<file path="src/design/prq_pkg.sv">
// Package for the priority bitmap ready queue: sizes, operation and register
// codes, the command passed from front to back, and the top-level finder.
// No dependencies.
package prq_pkg;

  localparam int MAX_THREADS = 32;
  localparam int PRIO_LEVELS = 32;
  localparam int TID_W       = $clog2(MAX_THREADS);
  localparam int PRIO_W      = $clog2(PRIO_LEVELS);
  localparam int CNT_W       = $clog2(MAX_THREADS + 1);
  localparam int OP_W        = 2;

  // Command queue between front and back, depth a power of two.
  localparam int CMD_FIFO_DEPTH = 2;
  localparam int CMD_FIFO_PTR_W = $clog2(CMD_FIFO_DEPTH);
  localparam int CMD_FIFO_CNT_W = $clog2(CMD_FIFO_DEPTH + 1);

  // APB register map: two 32-bit registers at byte addresses 0 and 4.
  localparam int APB_AW      = 3;
  localparam int APB_DW      = 32;
  localparam int REG_IDX_LSB = 2;

  localparam logic REG_LOCKED  = 1'b0;
  localparam logic REG_STARTED = 1'b1;

  localparam logic [OP_W-1:0] OP_ADD    = 2'd0;
  localparam logic [OP_W-1:0] OP_REMOVE = 2'd1;
  localparam logic [OP_W-1:0] OP_SCHED  = 2'd2;
  localparam logic [OP_W-1:0] OP_FORCE  = 2'd3;

  typedef enum logic [1:0] {
    CMD_NOP,
    CMD_ADD,
    CMD_REMOVE,
    CMD_SCHED
  } cmd_e;

  typedef struct packed {
    cmd_e              op;
    logic [TID_W-1:0]  tid;
    logic [PRIO_W-1:0] level;
  } cmd_t;

  typedef struct packed {
    logic              empty;
    logic [PRIO_W-1:0] level;
  } top_t;

  // Lowest set bit of the level bitmap; empty when no bit is set.
  function automatic top_t find_top(input logic [PRIO_LEVELS-1:0] map);
    top_t r;
    r.empty = 1'b1;
    r.level = '0;
    for (int i = PRIO_LEVELS - 1; i >= 0; i--) begin
      if (map[i]) begin
        r.empty = 1'b0;
        r.level = PRIO_W'(i);
      end
    end
    return r;
  endfunction

endpackage

</file>
<file path="src/design/prq_if.sv">
// Valid/ready channel interfaces for the ready queue: request items in,
// result items out. Depends on prq_pkg.
interface prq_in_if;
  logic                            valid;
  logic                            ready;
  logic [prq_pkg::OP_W-1:0]        operation;
  logic [prq_pkg::TID_W-1:0]       thread_id;
  logic [prq_pkg::PRIO_W-1:0]      prio;
  logic                            in_interrupt;

  modport source (output valid, operation, thread_id, prio, in_interrupt, input ready);
  modport sink   (input valid, operation, thread_id, prio, in_interrupt, output ready);
endinterface

interface prq_out_if;
  logic                            valid;
  logic                            ready;
  logic [prq_pkg::TID_W-1:0]       selected_thread;
  logic                            switched;
  logic                            queue_empty;
  logic [prq_pkg::CNT_W-1:0]       ready_total;
  logic [prq_pkg::TID_W-1:0]       running_now;

  modport source (output valid, selected_thread, switched, queue_empty, ready_total,
                  running_now, input ready);
  modport sink   (input valid, selected_thread, switched, queue_empty, ready_total,
                  running_now, output ready);
endinterface

</file>
<file path="src/design/priority_bitmap_ready_queue_core.sv">
// Top level of the priority bitmap ready queue: APB control registers,
// front end, command queue and back end. Depends on prq_pkg, prq_if.
//
// Usage:
//   in_i  : request items (operation, thread_id, prio, in_interrupt) on a
//           valid/ready channel. Add, remove, gated schedule, forced select.
//   out_o : one result item per request (selected_thread, switched,
//           queue_empty, ready_total, running_now), valid/ready channel.
//   APB   : register 0 sched_locked (addr 0, reset 1), register 1
//           sched_started (addr 4, reset 0), bit 0 of pwdata. pready is tied
//           high; reads return the register in bit 0.
// Steps: the front captures an item, then checks it against the per-thread
//   queued bits and level memory, and takes no new item until it has
//   issued the command. The back reads the head/tail/link memories, updates
//   them and the bitmap, then reads the new top head for the result; it
//   takes the next command only once the last result has been registered.
// Reset: bitmap, ready count, running thread and need_schedule clear; the
//   link memories are not cleared and need no pass, queued bits guard them.
// Stall: a result waits in the output register; the back holds the next one,
//   the command queue fills, and then the front drops in_i.ready.
module priority_bitmap_ready_queue_core (
  input  logic                          clk_i,
  input  logic                          rst_ni,
  prq_in_if.sink                        in_i,
  prq_out_if.source                     out_o,
  input  logic                          psel,
  input  logic                          penable,
  input  logic                          pwrite,
  input  logic [prq_pkg::APB_AW-1:0]    paddr,
  input  logic [prq_pkg::APB_DW-1:0]    pwdata,
  output logic [prq_pkg::APB_DW-1:0]    prdata,
  output logic                          pready
);

  logic          locked_q, started_q;
  logic          apb_wr;
  logic          reg_sel;
  prq_pkg::cmd_t front_cmd, back_cmd;
  logic          cmd_push, cmd_full, cmd_pop, cmd_empty;

  // Control registers: to be written by the user only while the block is idle; the block does not enforce it.
  assign pready  = 1'b1;
  assign reg_sel = paddr[prq_pkg::REG_IDX_LSB];
  assign apb_wr  = psel && penable && pwrite && pready;

  always_ff @(posedge clk_i or negedge rst_ni) begin
    if (!rst_ni) begin
      locked_q  <= 1'b1;
      started_q <= 1'b0;
    end else if (apb_wr) begin
      unique case (reg_sel)
        prq_pkg::REG_LOCKED:  locked_q  <= pwdata[0];
        prq_pkg::REG_STARTED: started_q <= pwdata[0];
        default: ;
      endcase
    end
  end

  always_comb begin
    prdata = '0;
    unique case (reg_sel)
      prq_pkg::REG_LOCKED:  prdata[0] = locked_q;
      prq_pkg::REG_STARTED: prdata[0] = started_q;
      default: ;
    endcase
  end

  // Front: validity checks and need_schedule gating.
  prq_front u_front (
    .clk_i     (clk_i),
    .rst_ni    (rst_ni),
    .in_i      (in_i),
    .locked_i  (locked_q),
    .started_i (started_q),
    .cmd_o     (front_cmd),
    .push_o    (cmd_push),
    .full_i    (cmd_full)
  );

  // Decouples the front from a stalled back end.
  prq_cmd_fifo u_cmd_fifo (
    .clk_i   (clk_i),
    .rst_ni  (rst_ni),
    .push_i  (cmd_push),
    .data_i  (front_cmd),
    .full_o  (cmd_full),
    .pop_i   (cmd_pop),
    .data_o  (back_cmd),
    .empty_o (cmd_empty)
  );

  // Back: list maintenance, schedule and result register.
  prq_back u_back (
    .clk_i   (clk_i),
    .rst_ni  (rst_ni),
    .cmd_i   (back_cmd),
    .empty_i (cmd_empty),
    .pop_o   (cmd_pop),
    .out_o   (out_o)
  );

endmodule

</file>
<file path="src/design/prq_front.sv">
// Front end: accepts request items, checks them against the queued bits and
// levels, tracks need_schedule and issues commands. Depends on prq_pkg, prq_if.
module prq_front (
  input  logic            clk_i,
  input  logic            rst_ni,
  prq_in_if.sink          in_i,
  input  logic            locked_i,
  input  logic            started_i,
  output prq_pkg::cmd_t   cmd_o,
  output logic            push_o,
  input  logic            full_i
);

  localparam logic F_IDLE  = 1'b0;
  localparam logic F_CLASS = 1'b1;

  logic                              state_q, state_d;
  logic [prq_pkg::OP_W-1:0]          op_q;
  logic [prq_pkg::TID_W-1:0]         tid_q;
  logic [prq_pkg::PRIO_W-1:0]        prio_q;
  logic                              intr_q;
  logic [prq_pkg::MAX_THREADS-1:0]   queued_q, queued_d;
  logic                              need_q, need_d;
  logic [prq_pkg::PRIO_W-1:0]        qlevel_mem [prq_pkg::MAX_THREADS];
  logic [prq_pkg::PRIO_W-1:0]        qlvl_rd_q;
  logic                              qlvl_we;
  logic                              accept;

  assign in_i.ready = (state_q == F_IDLE);
  assign accept     = in_i.valid && in_i.ready;

  always_comb begin
    state_d   = state_q;
    queued_d  = queued_q;
    need_d    = need_q;
    qlvl_we   = 1'b0;
    push_o    = 1'b0;
    cmd_o.op    = prq_pkg::CMD_NOP;
    cmd_o.tid   = tid_q;
    cmd_o.level = prio_q;

    unique case (op_q)
      prq_pkg::OP_ADD: begin
        if (!queued_q[tid_q]) cmd_o.op = prq_pkg::CMD_ADD;
      end
      prq_pkg::OP_REMOVE: begin
        if (queued_q[tid_q] && qlvl_rd_q == prio_q) cmd_o.op = prq_pkg::CMD_REMOVE;
      end
      prq_pkg::OP_SCHED: begin
        if (need_q && !intr_q && !locked_i && started_i) cmd_o.op = prq_pkg::CMD_SCHED;
      end
      prq_pkg::OP_FORCE: begin
        cmd_o.op = prq_pkg::CMD_SCHED;
      end
      default: cmd_o.op = prq_pkg::CMD_NOP;
    endcase

    unique case (state_q)
      F_IDLE: begin
        if (accept) state_d = F_CLASS;
      end
      F_CLASS: begin
        if (!full_i) begin
          push_o  = 1'b1;
          state_d = F_IDLE;
          case (cmd_o.op)
            prq_pkg::CMD_ADD: begin
              queued_d[tid_q] = 1'b1;
              qlvl_we         = 1'b1;
              need_d          = 1'b1;
            end
            prq_pkg::CMD_REMOVE: begin
              queued_d[tid_q] = 1'b0;
              need_d          = 1'b1;
            end
            prq_pkg::CMD_SCHED: need_d = 1'b0;
            default: ;
          endcase
        end
      end
      default: state_d = F_IDLE;
    endcase
  end

  always_ff @(posedge clk_i or negedge rst_ni) begin
    if (!rst_ni) begin
      state_q  <= F_IDLE;
      queued_q <= '0;
      need_q   <= 1'b0;
    end else begin
      state_q  <= state_d;
      queued_q <= queued_d;
      need_q   <= need_d;
    end
  end

  // Item capture and the per-thread level memory.
  always_ff @(posedge clk_i) begin
    if (accept) begin
      op_q      <= in_i.operation;
      tid_q     <= in_i.thread_id;
      prio_q    <= in_i.prio;
      intr_q    <= in_i.in_interrupt;
      qlvl_rd_q <= qlevel_mem[in_i.thread_id];
    end
    if (qlvl_we) qlevel_mem[tid_q] <= prio_q;
  end

endmodule

</file>
<file path="src/design/prq_cmd_fifo.sv">
// Short command queue between front and back ends.
// Depends on prq_pkg.
module prq_cmd_fifo (
  input  logic            clk_i,
  input  logic            rst_ni,
  input  logic            push_i,
  input  prq_pkg::cmd_t   data_i,
  output logic            full_o,
  input  logic            pop_i,
  output prq_pkg::cmd_t   data_o,
  output logic            empty_o
);

  prq_pkg::cmd_t                        mem_q [prq_pkg::CMD_FIFO_DEPTH];
  logic [prq_pkg::CMD_FIFO_PTR_W-1:0]   wr_ptr_q, rd_ptr_q;
  logic [prq_pkg::CMD_FIFO_CNT_W-1:0]   count_q;
  logic                                 do_push, do_pop;

  assign full_o  = (count_q == prq_pkg::CMD_FIFO_CNT_W'(prq_pkg::CMD_FIFO_DEPTH));
  assign empty_o = (count_q == '0);
  assign do_push = push_i && !full_o;
  assign do_pop  = pop_i && !empty_o;
  assign data_o  = mem_q[rd_ptr_q];

  always_ff @(posedge clk_i or negedge rst_ni) begin
    if (!rst_ni) begin
      wr_ptr_q <= '0;
      rd_ptr_q <= '0;
      count_q  <= '0;
    end else begin
      if (do_push) wr_ptr_q <= wr_ptr_q + 1'b1;
      if (do_pop)  rd_ptr_q <= rd_ptr_q + 1'b1;
      if (do_push && !do_pop)      count_q <= count_q + 1'b1;
      else if (do_pop && !do_push) count_q <= count_q - 1'b1;
    end
  end

  always_ff @(posedge clk_i) begin
    if (do_push) mem_q[wr_ptr_q] <= data_i;
  end

endmodule

</file>
<file path="src/design/prq_back.sv">
// Back end: level bitmap, head/tail and link memories, running thread and
// the result register. Depends on prq_pkg, prq_if.
module prq_back (
  input  logic            clk_i,
  input  logic            rst_ni,
  input  prq_pkg::cmd_t   cmd_i,
  input  logic            empty_i,
  output logic            pop_o,
  prq_out_if.source       out_o
);

  localparam logic [1:0] B_IDLE = 2'd0;
  localparam logic [1:0] B_EXEC = 2'd1;
  localparam logic [1:0] B_RES  = 2'd2;

  localparam int TW = prq_pkg::TID_W;
  localparam int PW = prq_pkg::PRIO_W;

  logic [1:0]                        state_q, state_d;
  prq_pkg::cmd_t                     cmd_q;
  logic [prq_pkg::PRIO_LEVELS-1:0]   bitmap_q, bitmap_d;
  logic [prq_pkg::CNT_W-1:0]         count_q, count_d;
  logic [TW-1:0]                     running_q, running_d;
  logic                              sw_q, sw_d;
  logic                              fwd_q, fwd_d;
  logic [TW-1:0]                     fwd_data_q;

  logic [TW-1:0] head_mem [prq_pkg::PRIO_LEVELS];
  logic [TW-1:0] tail_mem [prq_pkg::PRIO_LEVELS];
  logic [TW-1:0] next_mem [prq_pkg::MAX_THREADS];
  logic [TW-1:0] prev_mem [prq_pkg::MAX_THREADS];
  logic [TW-1:0] head_rd_q, tail_rd_q, next_rd_q, prev_rd_q;

  logic          head_we, tail_we, next_we, prev_we;
  logic [PW-1:0] head_wa, tail_wa, head_ra;
  logic [TW-1:0] next_wa, prev_wa;
  logic [TW-1:0] head_wd, tail_wd, next_wd, prev_wd;

  prq_pkg::top_t top_cur, top_nxt;
  logic          busy, at_head, at_tail, out_free, load_out;
  logic          out_valid_q;
  logic [TW-1:0] sel_thread;

  assign top_cur  = prq_pkg::find_top(bitmap_q);
  assign busy     = bitmap_q[cmd_q.level];
  assign at_head  = (head_rd_q == cmd_q.tid);
  assign at_tail  = (tail_rd_q == cmd_q.tid);
  assign pop_o    = (state_q == B_IDLE) && !empty_i;
  assign out_free = !out_valid_q || out_o.ready;
  assign load_out = (state_q == B_RES) && out_free;
  assign sel_thread = fwd_q ? fwd_data_q : head_rd_q;

  always_comb begin
    bitmap_d  = bitmap_q;
    count_d   = count_q;
    running_d = running_q;
    sw_d      = sw_q;
    head_we = 1'b0; tail_we = 1'b0; next_we = 1'b0; prev_we = 1'b0;
    head_wa = cmd_q.level; tail_wa = cmd_q.level;
    next_wa = tail_rd_q;   prev_wa = cmd_q.tid;
    head_wd = cmd_q.tid;   tail_wd = cmd_q.tid;
    next_wd = cmd_q.tid;   prev_wd = tail_rd_q;

    if (state_q == B_EXEC) begin
      sw_d = 1'b0;
      unique case (cmd_q.op)
        prq_pkg::CMD_ADD: begin
          // append at tail; the tail's next and the head's prev are never read
          tail_we = 1'b1;
          if (busy) begin
            next_we = 1'b1;
            prev_we = 1'b1;
          end else begin
            head_we = 1'b1;
          end
          bitmap_d[cmd_q.level] = 1'b1;
          count_d = count_q + 1'b1;
        end
        prq_pkg::CMD_REMOVE: begin
          if (at_head && at_tail) begin
            bitmap_d[cmd_q.level] = 1'b0;
          end else if (at_head) begin
            head_we = 1'b1;
            head_wd = next_rd_q;
          end else if (at_tail) begin
            tail_we = 1'b1;
            tail_wd = prev_rd_q;
          end else begin
            next_we = 1'b1;
            next_wa = prev_rd_q;
            next_wd = next_rd_q;
            prev_we = 1'b1;
            prev_wa = next_rd_q;
            prev_wd = prev_rd_q;
          end
          if (count_q != '0) count_d = count_q - 1'b1;
        end
        prq_pkg::CMD_SCHED: begin
          if (!top_cur.empty && head_rd_q != running_q) begin
            running_d = head_rd_q;
            sw_d      = 1'b1;
          end
        end
        prq_pkg::CMD_NOP: ;
        default: ;
      endcase
    end

    top_nxt = prq_pkg::find_top(bitmap_d);
    // EXEC reads the new top head for the result and RES keeps rereading it
    // while the result waits; IDLE reads for the command
    if (state_q == B_EXEC)                   head_ra = top_nxt.level;
    else if (state_q == B_RES)               head_ra = top_cur.level;
    else if (cmd_i.op == prq_pkg::CMD_SCHED) head_ra = top_cur.level;
    else                                     head_ra = cmd_i.level;
    fwd_d = head_we && (head_wa == head_ra);

    state_d = state_q;
    unique case (state_q)
      B_IDLE:  if (pop_o) state_d = B_EXEC;
      B_EXEC:  state_d = B_RES;
      B_RES:   if (out_free) state_d = B_IDLE;
      default: state_d = B_IDLE;
    endcase
  end

  always_ff @(posedge clk_i or negedge rst_ni) begin
    if (!rst_ni) begin
      state_q     <= B_IDLE;
      bitmap_q    <= '0;
      count_q     <= '0;
      running_q   <= '0;
      sw_q        <= 1'b0;
      out_valid_q <= 1'b0;
    end else begin
      state_q   <= state_d;
      bitmap_q  <= bitmap_d;
      count_q   <= count_d;
      running_q <= running_d;
      sw_q      <= sw_d;
      if (load_out)          out_valid_q <= 1'b1;
      else if (out_o.ready)  out_valid_q <= 1'b0;
    end
  end

  // Memories: one write and one registered read each per cycle.
  always_ff @(posedge clk_i) begin
    if (head_we) head_mem[head_wa] <= head_wd;
    head_rd_q <= head_mem[head_ra];
  end

  always_ff @(posedge clk_i) begin
    if (tail_we) tail_mem[tail_wa] <= tail_wd;
    if (pop_o)   tail_rd_q <= tail_mem[cmd_i.level];
  end

  always_ff @(posedge clk_i) begin
    if (next_we) next_mem[next_wa] <= next_wd;
    if (pop_o)   next_rd_q <= next_mem[cmd_i.tid];
  end

  always_ff @(posedge clk_i) begin
    if (prev_we) prev_mem[prev_wa] <= prev_wd;
    if (pop_o)   prev_rd_q <= prev_mem[cmd_i.tid];
  end

  always_ff @(posedge clk_i) begin
    if (pop_o) cmd_q <= cmd_i;
    fwd_q      <= fwd_d;
    fwd_data_q <= head_wd;
    if (load_out) begin
      out_o.selected_thread <= top_cur.empty ? '0 : sel_thread;
      out_o.switched        <= sw_q;
      out_o.queue_empty     <= top_cur.empty;
      out_o.ready_total     <= count_q;
      out_o.running_now     <= running_q;
    end
  end

  assign out_o.valid = out_valid_q;

  a_count_range: assert property (@(posedge clk_i) disable iff (!rst_ni)
    count_q <= prq_pkg::CNT_W'(prq_pkg::MAX_THREADS))
    else $error("ready count above thread count");

  a_bitmap_count: assert property (@(posedge clk_i) disable iff (!rst_ni)
    (bitmap_q == '0) == (count_q == '0))
    else $error("level bitmap disagrees with ready count");

  a_switch_head: assert property (@(posedge clk_i) disable iff (!rst_ni)
    (out_o.valid && out_o.switched) |->
      (out_o.running_now == out_o.selected_thread) && !out_o.queue_empty)
    else $error("switch result does not point at queue head");

endmodule

</file>
<file path="src/flat_wrapper.sv">
// flat-port wrapper written by rule: the top's interface ports become plain ports
module priority_bitmap_ready_queue_core_flat 
  (clk_i, rst_ni, psel, penable, pwrite, paddr, pwdata, prdata, pready, in_i_valid, in_i_operation, in_i_thread_id, in_i_prio, in_i_in_interrupt, in_i_ready, out_o_valid, out_o_selected_thread, out_o_switched, out_o_queue_empty, out_o_ready_total, out_o_running_now, out_o_ready);
  prq_in_if in_i_i ();
  prq_out_if out_o_i ();
  input  logic clk_i;
  input  logic rst_ni;
  input  logic psel;
  input  logic penable;
  input  logic pwrite;
  input  logic [prq_pkg::APB_AW-1:0] paddr;
  input  logic [prq_pkg::APB_DW-1:0] pwdata;
  output logic [prq_pkg::APB_DW-1:0] prdata;
  output logic pready;
  input wire logic [$bits(in_i_i.valid)-1:0] in_i_valid;
  input wire logic [$bits(in_i_i.operation)-1:0] in_i_operation;
  input wire logic [$bits(in_i_i.thread_id)-1:0] in_i_thread_id;
  input wire logic [$bits(in_i_i.prio)-1:0] in_i_prio;
  input wire logic [$bits(in_i_i.in_interrupt)-1:0] in_i_in_interrupt;
  output wire logic [$bits(in_i_i.ready)-1:0] in_i_ready;
  output wire logic [$bits(out_o_i.valid)-1:0] out_o_valid;
  output wire logic [$bits(out_o_i.selected_thread)-1:0] out_o_selected_thread;
  output wire logic [$bits(out_o_i.switched)-1:0] out_o_switched;
  output wire logic [$bits(out_o_i.queue_empty)-1:0] out_o_queue_empty;
  output wire logic [$bits(out_o_i.ready_total)-1:0] out_o_ready_total;
  output wire logic [$bits(out_o_i.running_now)-1:0] out_o_running_now;
  input wire logic [$bits(out_o_i.ready)-1:0] out_o_ready;
  assign in_i_i.valid = in_i_valid;
  assign in_i_i.operation = in_i_operation;
  assign in_i_i.thread_id = in_i_thread_id;
  assign in_i_i.prio = in_i_prio;
  assign in_i_i.in_interrupt = in_i_in_interrupt;
  assign in_i_ready = in_i_i.ready;
  assign out_o_valid = out_o_i.valid;
  assign out_o_selected_thread = out_o_i.selected_thread;
  assign out_o_switched = out_o_i.switched;
  assign out_o_queue_empty = out_o_i.queue_empty;
  assign out_o_ready_total = out_o_i.ready_total;
  assign out_o_running_now = out_o_i.running_now;
  assign out_o_i.ready = out_o_ready;
  priority_bitmap_ready_queue_core u_core (.clk_i(clk_i), .rst_ni(rst_ni), .in_i(in_i_i), .out_o(out_o_i), .psel(psel), .penable(penable), .pwrite(pwrite), .paddr(paddr), .pwdata(pwdata), .prdata(prdata), .pready(pready));
endmodule
</file>
<file path="config.mk">
export PLATFORM = sky130hd
export DESIGN_NAME = priority_bitmap_ready_queue_core_flat
export DESIGN_NICKNAME = d
export VERILOG_FILES = /design/src/design/prq_pkg.sv /design/src/design/prq_if.sv /design/src/design/priority_bitmap_ready_queue_core.sv /design/src/design/prq_front.sv /design/src/design/prq_cmd_fifo.sv /design/src/design/prq_back.sv /design/src/flat_wrapper.sv
export SDC_FILE = /design/constraint.sdc
export NUM_CORES = 1
export LEC_CHECK = 0
export BUFFER_PORTS_ARGS = -buffer_cell sky130_fd_sc_hd__buf_2
export CORE_MARGIN = 2
export CORE_UTILIZATION = 37
export CTS_BUF_LIST = sky130_fd_sc_hd__clkbuf_8
export CTS_CLUSTER_SIZE = 30
export DETAILED_ROUTE_END_ITERATION = 8
export HOLD_SLACK_MARGIN = 0.03
export PLACE_DENSITY = 0.5
export SLEW_MARGIN = 15
export SYNTH_ARGS = -nofsm -noshare
export SYNTH_HDL_FRONTEND = slang
export SYNTH_HIERARCHICAL = 1
export SYNTH_SLANG_ARGS = --single-unit
</file>
<file path="constraint.sdc">
create_clock -name clk_i -period 12.9 [get_ports clk_i]
set_clock_uncertainty 0.05 [all_clocks]
set_input_delay 0.645 -clock clk_i [delete_from_list [all_inputs] [get_ports clk_i]]
set_output_delay 0.645 -clock clk_i [all_outputs]
set_load 0.1 [all_outputs]
</file>
==> metrics.txt, run 1 <==
pin count of the biggest net entering global routing just under 70; LEAKAGE roughly 0.016 uW; Util after Layout 0.419; Critical Path End Type register; final setup fails 0; TritonCTS Sinks between 900 and 1k; CTS tree built; sequential fraction of the synthesis area 0.689; Synth Cell Area around 42000 um2; area taken by multi-input logic gates roughly 12000 um2; Fin. Hold Viols 0; H-tree depth reported by CTS 4; clock buffer depth 3; yosys synthesis warning count 6; minimum clock period just under 6 ns; drt drc 0; R2R Path End u_core/u_back/head_rd_q[1]; Crit path required time between 10 and 15 ns; register-to-register setup slack about 7.0 ns; Worst Setup Slack, final between 6 and 7 ns; Synth Instances between 2k and 3k; postcts setup bufs 0; hold buffers post-CTS 12; # IOs 108; Power Dens Cells between 200 and 250 nW/um2; area delta synth->final 12.0%; CP bufs+invs 2; vias in the first global route roughly 25k; most frequent cells in the layout edfxtp_1 (887), nor2_1 (247), mux4_2 (203), clkbuf_8 (183), nand2_1 (146); Final ANT Viol Nets 0; Layout fillers approximately 10k; area leader, netlist edfxtp_1; ys flop type edfxtp_1; fin crit share 0.461; per-cell routed wire length 24.6 um; CP top delay family simple AND/OR/NAND/NOR gates; FP Rows roughly 120; Max stage delay on crit path between 1 and 1.5 ns; GP Congestion between 0.9 and 1; I/O Buffers 42; hold slack final around 0.14 ns; Seq cells post-synth slightly below 1k; outcome completed; crit path max-delay cell type nor4b_2; Post-synth EDFFs 887; Cell Chain, Critical Path ha_1, nor4b_2, nand4_1, nor3_1, buf_4, nand4_1, a21oi_1, nor4b_2, a21o_2, buf_4, a221oi_1, o311ai_0, o2111ai_1, nor4_1; post_cts resized 0; Levels on crit path 14; most common cell after layout, fill and taps aside edfxtp_1; end of the worst hold path u_core/started_q; first-pass GRT wire length about 160000 um; RSZ-0062 raised after global routing false; Die Area 117000 um2; Worst-Skew Late Latency roughly 0.84 ns; Hold Path Depth 3; crit start category register; top cell type's share of synthesized area 0.632; kind of critical path register to register; layout cell share with drive strength beyond 1 0.208; CORE AREA between 100000 and 150000 um2; Min-Delay Startpoint penable; Overflow after GRT 0; dpl ws around 7 ns; CTS Buf Count about 170; nets around 2.8k; Total GRT Usage 0.184; Storage cell area ~29000 um2; final wirelength between 100000 and 150000 um; chip height ~340 um; antenna violations before repair 3; Worst slew margin 0.101; Netlist cell types 94; Vias between 20k and 25k; worst-path fanout max 57; Post-synth ARST share 0.0883; R2R depth 14; hold crit path type input port to register; Max IR drop VDD between 0.1 and 0.15 mV; Detailed Routing Iterations Pass 1 6; Final Slew Violations 0; vias per cell about 5.5; CTS root buf clkbuf_8; post-DP HPWL slightly below 70000 um; Least-Margin Pin Slew around 1.3 ns; syn avg cell area about 16 um2; Synth area leaders edfxtp_1 (63%), mux4_2 (11%), dfrtp_1 (5.1%); post-route cell area about 47000 um2; f_max approximately 0.17 GHz; Detailed Route Iter0 Violations 2116; Placed Area 43800 um2; starting density of the core 0.374; Die X 342 um; Max Cap Viol 0; Sum Neg Setup Slack 0 ns; Clock transition at path regs approximately 0.060 ns; R2R Path Start u_core/u_back/cmd_q[11]; critical path data arrival time 6.63 ns
-- through the flow --
stage / power, uW / std cells
6_report: 10600 / 4352
5_1_grt: 11100 / 4352
4_1_cts: 10700 / 4348
3_5_place_dp: 7930 / 4028
3_3_place_gp: 7860 / 4028
2_1_floorplan: 6700 / 2626
-- per-layer routing --
layer,vias to the layer above,share of wire,GRT usage
met1,12300,0.42,0.245
met2,888,0.48,0.299
li1,10500,-,-
met3,210,0.064,0.0369
met4,2,0.029,0.0651
met5,-,0.00010,0
-- how the worst max path moves through the flow --
stage / start / end / slack (ns)
global placement: u_core/u_back/head_wa[0] / u_core/u_back/head_rd_q[3] / 7.12
floorplan: u_core/u_back/cmd_q[10] / u_core/u_back/head_rd_q[3] / 8.86
detailed placement: u_core/u_back/cmd_q[10] / u_core/u_back/head_rd_q[1] / 7.04
finish: u_core/u_back/cmd_q[11] / u_core/u_back/head_rd_q[1] / 6.96
global route: u_core/u_back/cmd_q[10] / u_core/u_back/head_rd_q[1] / 6.59
CTS: u_core/u_back/cmd_q[10] / u_core/u_back/head_rd_q[1] / 7.02
-- where the power goes --
group	total (uW)	switching (uW)	internal (uW)
combinational	3480	2350	1130
clock	2720	1280	1440
sequential	4380	223	4160
-- tightest hold or removal path: cells and delay by family --
kind	cells	cell delay, ns
muxes	1	0.15
buffers and inverters	1	0.11
and+or+nand+nor	1	0.07
-- logic make-up after synthesis --
| kind of cell | after synthesis | synth area share |
|---|---|---|
| fa+ha+maj | 13 | 0.00404 |
| buf+inv | 213 | 0.0246 |
| simple gates | 648 | 0.0741 |
| other cells | 2 | 0.000178 |
| mux | 332 | 0.141 |
| xor+xnor | 36 | 0.00748 |
| flops | 985 | 0.689 |
| compound gates | 367 | 0.0596 |
-- area by class of cell --
| class | instances | share of cell area |
|---|---|---|
| inverter | 36 | 0.00286 |
| antenna | 3 | 0.000159 |
| timing repair buffer | 92 | 0.0132 |
| tap | 1500 | 0.0397 |
| multi-input combinational | 1428 | 0.259 |
| clock inverter | 125 | 0.0163 |
| clock buffer | 183 | 0.0533 |
| sequential | 985 | 0.615 |
-- Yosys cell counts, types with 14 or more instances --
master / instances
a221oi_1: 14
o21ai_0: 48
buf_1: 20
a31oi_1: 46
clkbuf_1: 83
buf_2: 27
o211ai_1: 23
nor2b_1: 18
nand4_1: 21
edfxtp_1: 887
nand3_1: 42
nor3_1: 38
buf_4: 40
mux4_2: 203
mux2i_1: 81
xor2_1: 16
mux2_2: 36
nor2_1: 247
and2_1: 19
a21oi_1: 80
inv_1: 35
o22ai_1: 23
nor4_1: 18
xnor2_1: 20
dfrtp_1: 86
and3_1: 14
nand2_1: 146
-- state kept, by name (all words and copies together), names as in the netlist, 5 cells and up, named ones only --
| signal | flops |
|---|---|
| u_core/u_back/head_mem | 160 |
| u_core/u_back/next_mem | 160 |
| u_core/u_back/prev_mem | 160 |
| u_core/u_back/tail_mem | 160 |
| u_core/u_front/qlevel_mem | 160 |
| u_core/u_back/bitmap_q | 32 |
| u_core/u_cmd_fifo/mem_q | 24 |
| u_core/u_back/cmd_q | 7 |
| u_core/u_back/count_q | 6 |
| u_core/u_back/out_o.ready_total | 6 |
| u_core/u_back/fwd_data_q | 5 |
| u_core/u_back/head_rd_q | 5 |
| u_core/u_back/head_wa | 5 |
| u_core/u_back/next_rd_q | 5 |
| u_core/u_back/out_o.running_now | 5 |
| u_core/u_back/out_o.selected_thread | 5 |
| u_core/u_back/prev_rd_q | 5 |
| u_core/u_back/running_q | 5 |
| u_core/u_back/tail_rd_q | 5 |
| u_core/u_front/prio_q | 5 |
| u_core/u_front/qlvl_rd_q | 5 |
| u_core/u_front/tid_q | 5 |
No activity file was read; power rests on OpenSTA's default activity.
==> inputs of run 2 (changes only) <==
--- a/config.mk
+++ b/config.mk
@@ -12,7 +12,7 @@
 export CTS_CLUSTER_SIZE = 30
 export DETAILED_ROUTE_END_ITERATION = 8
 export HOLD_SLACK_MARGIN = 0.03
-export PLACE_DENSITY = 0.5
+export PLACE_DENSITY = 0.52
 export SLEW_MARGIN = 15
 export SYNTH_ARGS = -nofsm -noshare
 export SYNTH_HDL_FRONTEND = slang
==> constraint.sdc (replaced) <==
create_clock -name clk_i -period 4.9 [get_ports clk_i]
set_clock_uncertainty 0.05 [all_clocks]
set_input_delay 0.245 -clock clk_i [delete_from_list [all_inputs] [get_ports clk_i]]
set_output_delay 0.245 -clock clk_i [all_outputs]
set_load 0.1 [all_outputs]
==> run 2 against run 1 <==
  * Clock-buffer cell count down 14
  * Die area did not move
  * Combinational power grew to 2.8 times the previous value
  * Cell count increased by 2.6%
  * Register-to-register slack got worse by 6.7 ns
  * Critical path depth grew 1
  * Worst hold slack gained 0.0048 ns
  * Sequential power grew to 2.6 times the previous value
  * Clock power rose to 2.7 times the previous value
  * First-iteration DRC count is 0.47% lower
  * Highest routed layer is now met4
==> metrics.txt, run 2 (synthesis gave the netlist of run 1 again) <==
outcome completed; worst-path fanout max 22; first-pass GRT wire length 163000 um; Detailed Route Iter0 Violations 2106; hold crit path type input port to register; Crit path required time approximately 5.6 ns; I/O Buffers 42; critical path data arrival time roughly 5.4 ns; LEAKAGE 0.0161 uW; Crit path top cell by count buf_12; FP Rows 123; antenna violations before repair 2; starting density of the core 0.374; Max Cap Viol 0; Die Area 117000 um2; final wirelength roughly 110000 um; kind of critical path register to register; dpl cells a little over 4k; # IOs around 110; GP Congestion between 0.9 and 1; most frequent cells in the layout edfxtp_1 (887), nor2_1 (247), mux4_2 (203), clkbuf_8 (169), nand2_1 (146); area delta synth->final 14.5%; chip height between 300 and 400 um; Max stage delay on crit path 0.72 ns; Worst Setup Slack, final 0.207 ns; register-to-register setup slack 0.21 ns; Vias about 24k; Detailed Routing Iterations Pass 1 6; CTS Buf Count between 150 and 200; pin count of the biggest net entering global routing 61; Clock transition at path regs 0.06 ns; f_max 0.213 GHz; TritonCTS Sinks ~990; vias in the first global route about 25k; fin crit share 0.958; Final ANT Viol Nets 0; Layout fillers 10.0k; Worst slew margin 0.260; final setup fails 0; Total GRT Usage 0.188; Sum Neg Setup Slack 0 ns; Fin. Hold Viols 0; nets 2889; Die X about 340 um; crit path max-delay cell type or4_4; clock buffer depth 3; most common cell after layout, fill and taps aside edfxtp_1; Critical Path End Type register; CORE AREA about 110000 um2; RSZ-0062 raised after global routing false; Worst-Skew Late Latency approximately 0.86 ns; CTS root buf clkbuf_8; Least-Margin Pin Slew between 1 and 1.5 ns; Power Dens Cells about 590 nW/um2; PnR Total Power 28500 uW; post-DP HPWL 72400 um; per-cell routed wire length ~25 um; CP bufs+invs 4; minimum clock period 4.69 ns; drt drc 0; CP top delay family simple AND/OR/NAND/NOR gates; Cell Chain, Critical Path ha_1, or4b_1, or4_4, o21ai_0, o31ai_1, nor4b_2, buf_4, a21oi_4, buf_12, buf_12, buf_12, mux2i_1, mux2i_1, o22ai_1, nor4_1; Final Slew Violations 0; Max IR drop VDD 0.363 mV; layout cell share with drive strength beyond 1 0.233; Util after Layout 0.428; vias per cell 5.44; crit start category register; dpl ws around 0.15 ns; CTS tree built; H-tree depth reported by CTS 4; Finished Layout Cells 4463; Overflow after GRT 0
-- run 2: changes by cell type in the layout (fill, tap and decap cells not counted), moves of 4 or more --
cell           previous run  this run
dlygate4sd3_1            12        29
buf_12                    0         8
clkinvlp_4                0         4
clkinv_1                 38        42
clkbuf_8                183       169
buf_4                    38       127
inv_12                    2         6
bufinv_16                 6        10
-- run 2: per-stage QoR --
step                hold WS [ns]  instance area, um2
finish                     0.144               48300
global route              0.0835               48300
CTS                       0.0375               48200
detailed placement         0.374               44600
floorplan                 -0.101               42300
global placement           0.373               44600
-- run 2: area by class of cell --
class	instances	area, um2	area share
Antenna cell	2	5.00	0.000104
Sequential cell	985	29000	0.602
Clock buffer	169	2330	0.0482
Timing Repair Buffer	206	1640	0.0339
Tap cell	1500	1880	0.0389
Multi-Input combinational cell	1428	12300	0.254
Inverter	36	135	0.00280
Clock inverter	137	973	0.0202
-- run 2: power by group --
| part | total (uW) | internal [uW] | switching (uW) | leakage, uW |
|---|---|---|---|---|
| Combinational | 9780 | 3460 | 6320 | 0.00505 |
| Sequential | 11500 | 10900 | 582 | 0.00919 |
| Clock | 7240 | 3820 | 3420 | 0.00185 |
-- run 2: path summary, 6_finish.rpt --
kind / start / end / cells past startpoint
worst min register to register: u_core/u_back/sw_q / u_core/u_back/out_o.switched / 0
min in group asynchronous: rst_ni / u_core/locked_q / 3
worst max register to register: u_core/u_back/cmd_q[11] / u_core/u_back/head_rd_q[4] / 15
max in group asynchronous: rst_ni / u_core/u_back/count_q[0] / 4
worst min-delay path: pwdata[0] / u_core/started_q / 3
worst max-delay path: u_core/u_back/cmd_q[11] / u_core/u_back/head_rd_q[4] / 15
-- run 2: routing by layer --
| metal | wire length (um) | part of all wire | GRT usage | vias to the layer above |
|---|---|---|---|---|
| met5 | 0 | 0 | 0 | - |
| met4 | 3380 | 0.031 | 0.0686 | 0 |
| met2 | 53500 | 0.49 | 0.310 | 760 |
| met3 | 5950 | 0.054 | 0.0362 | 189 |
| li1 | - | - | - | 10800 |
| met1 | 46500 | 0.43 | 0.247 | 12600 |
-- run 2: tightest hold or removal path, delay by kind of cell --
family / cells / cell delay (ns)
buf+inv: 2 / 0.61
mux: 1 / 0.13
-- run 2: timing repair --
action	CTS	global route
setup buffers	0	4
gates resized for setup	0	5
endpoints found under the setup margin	0	5
hold endpoints to repair	101	0
hold buffers	30	0
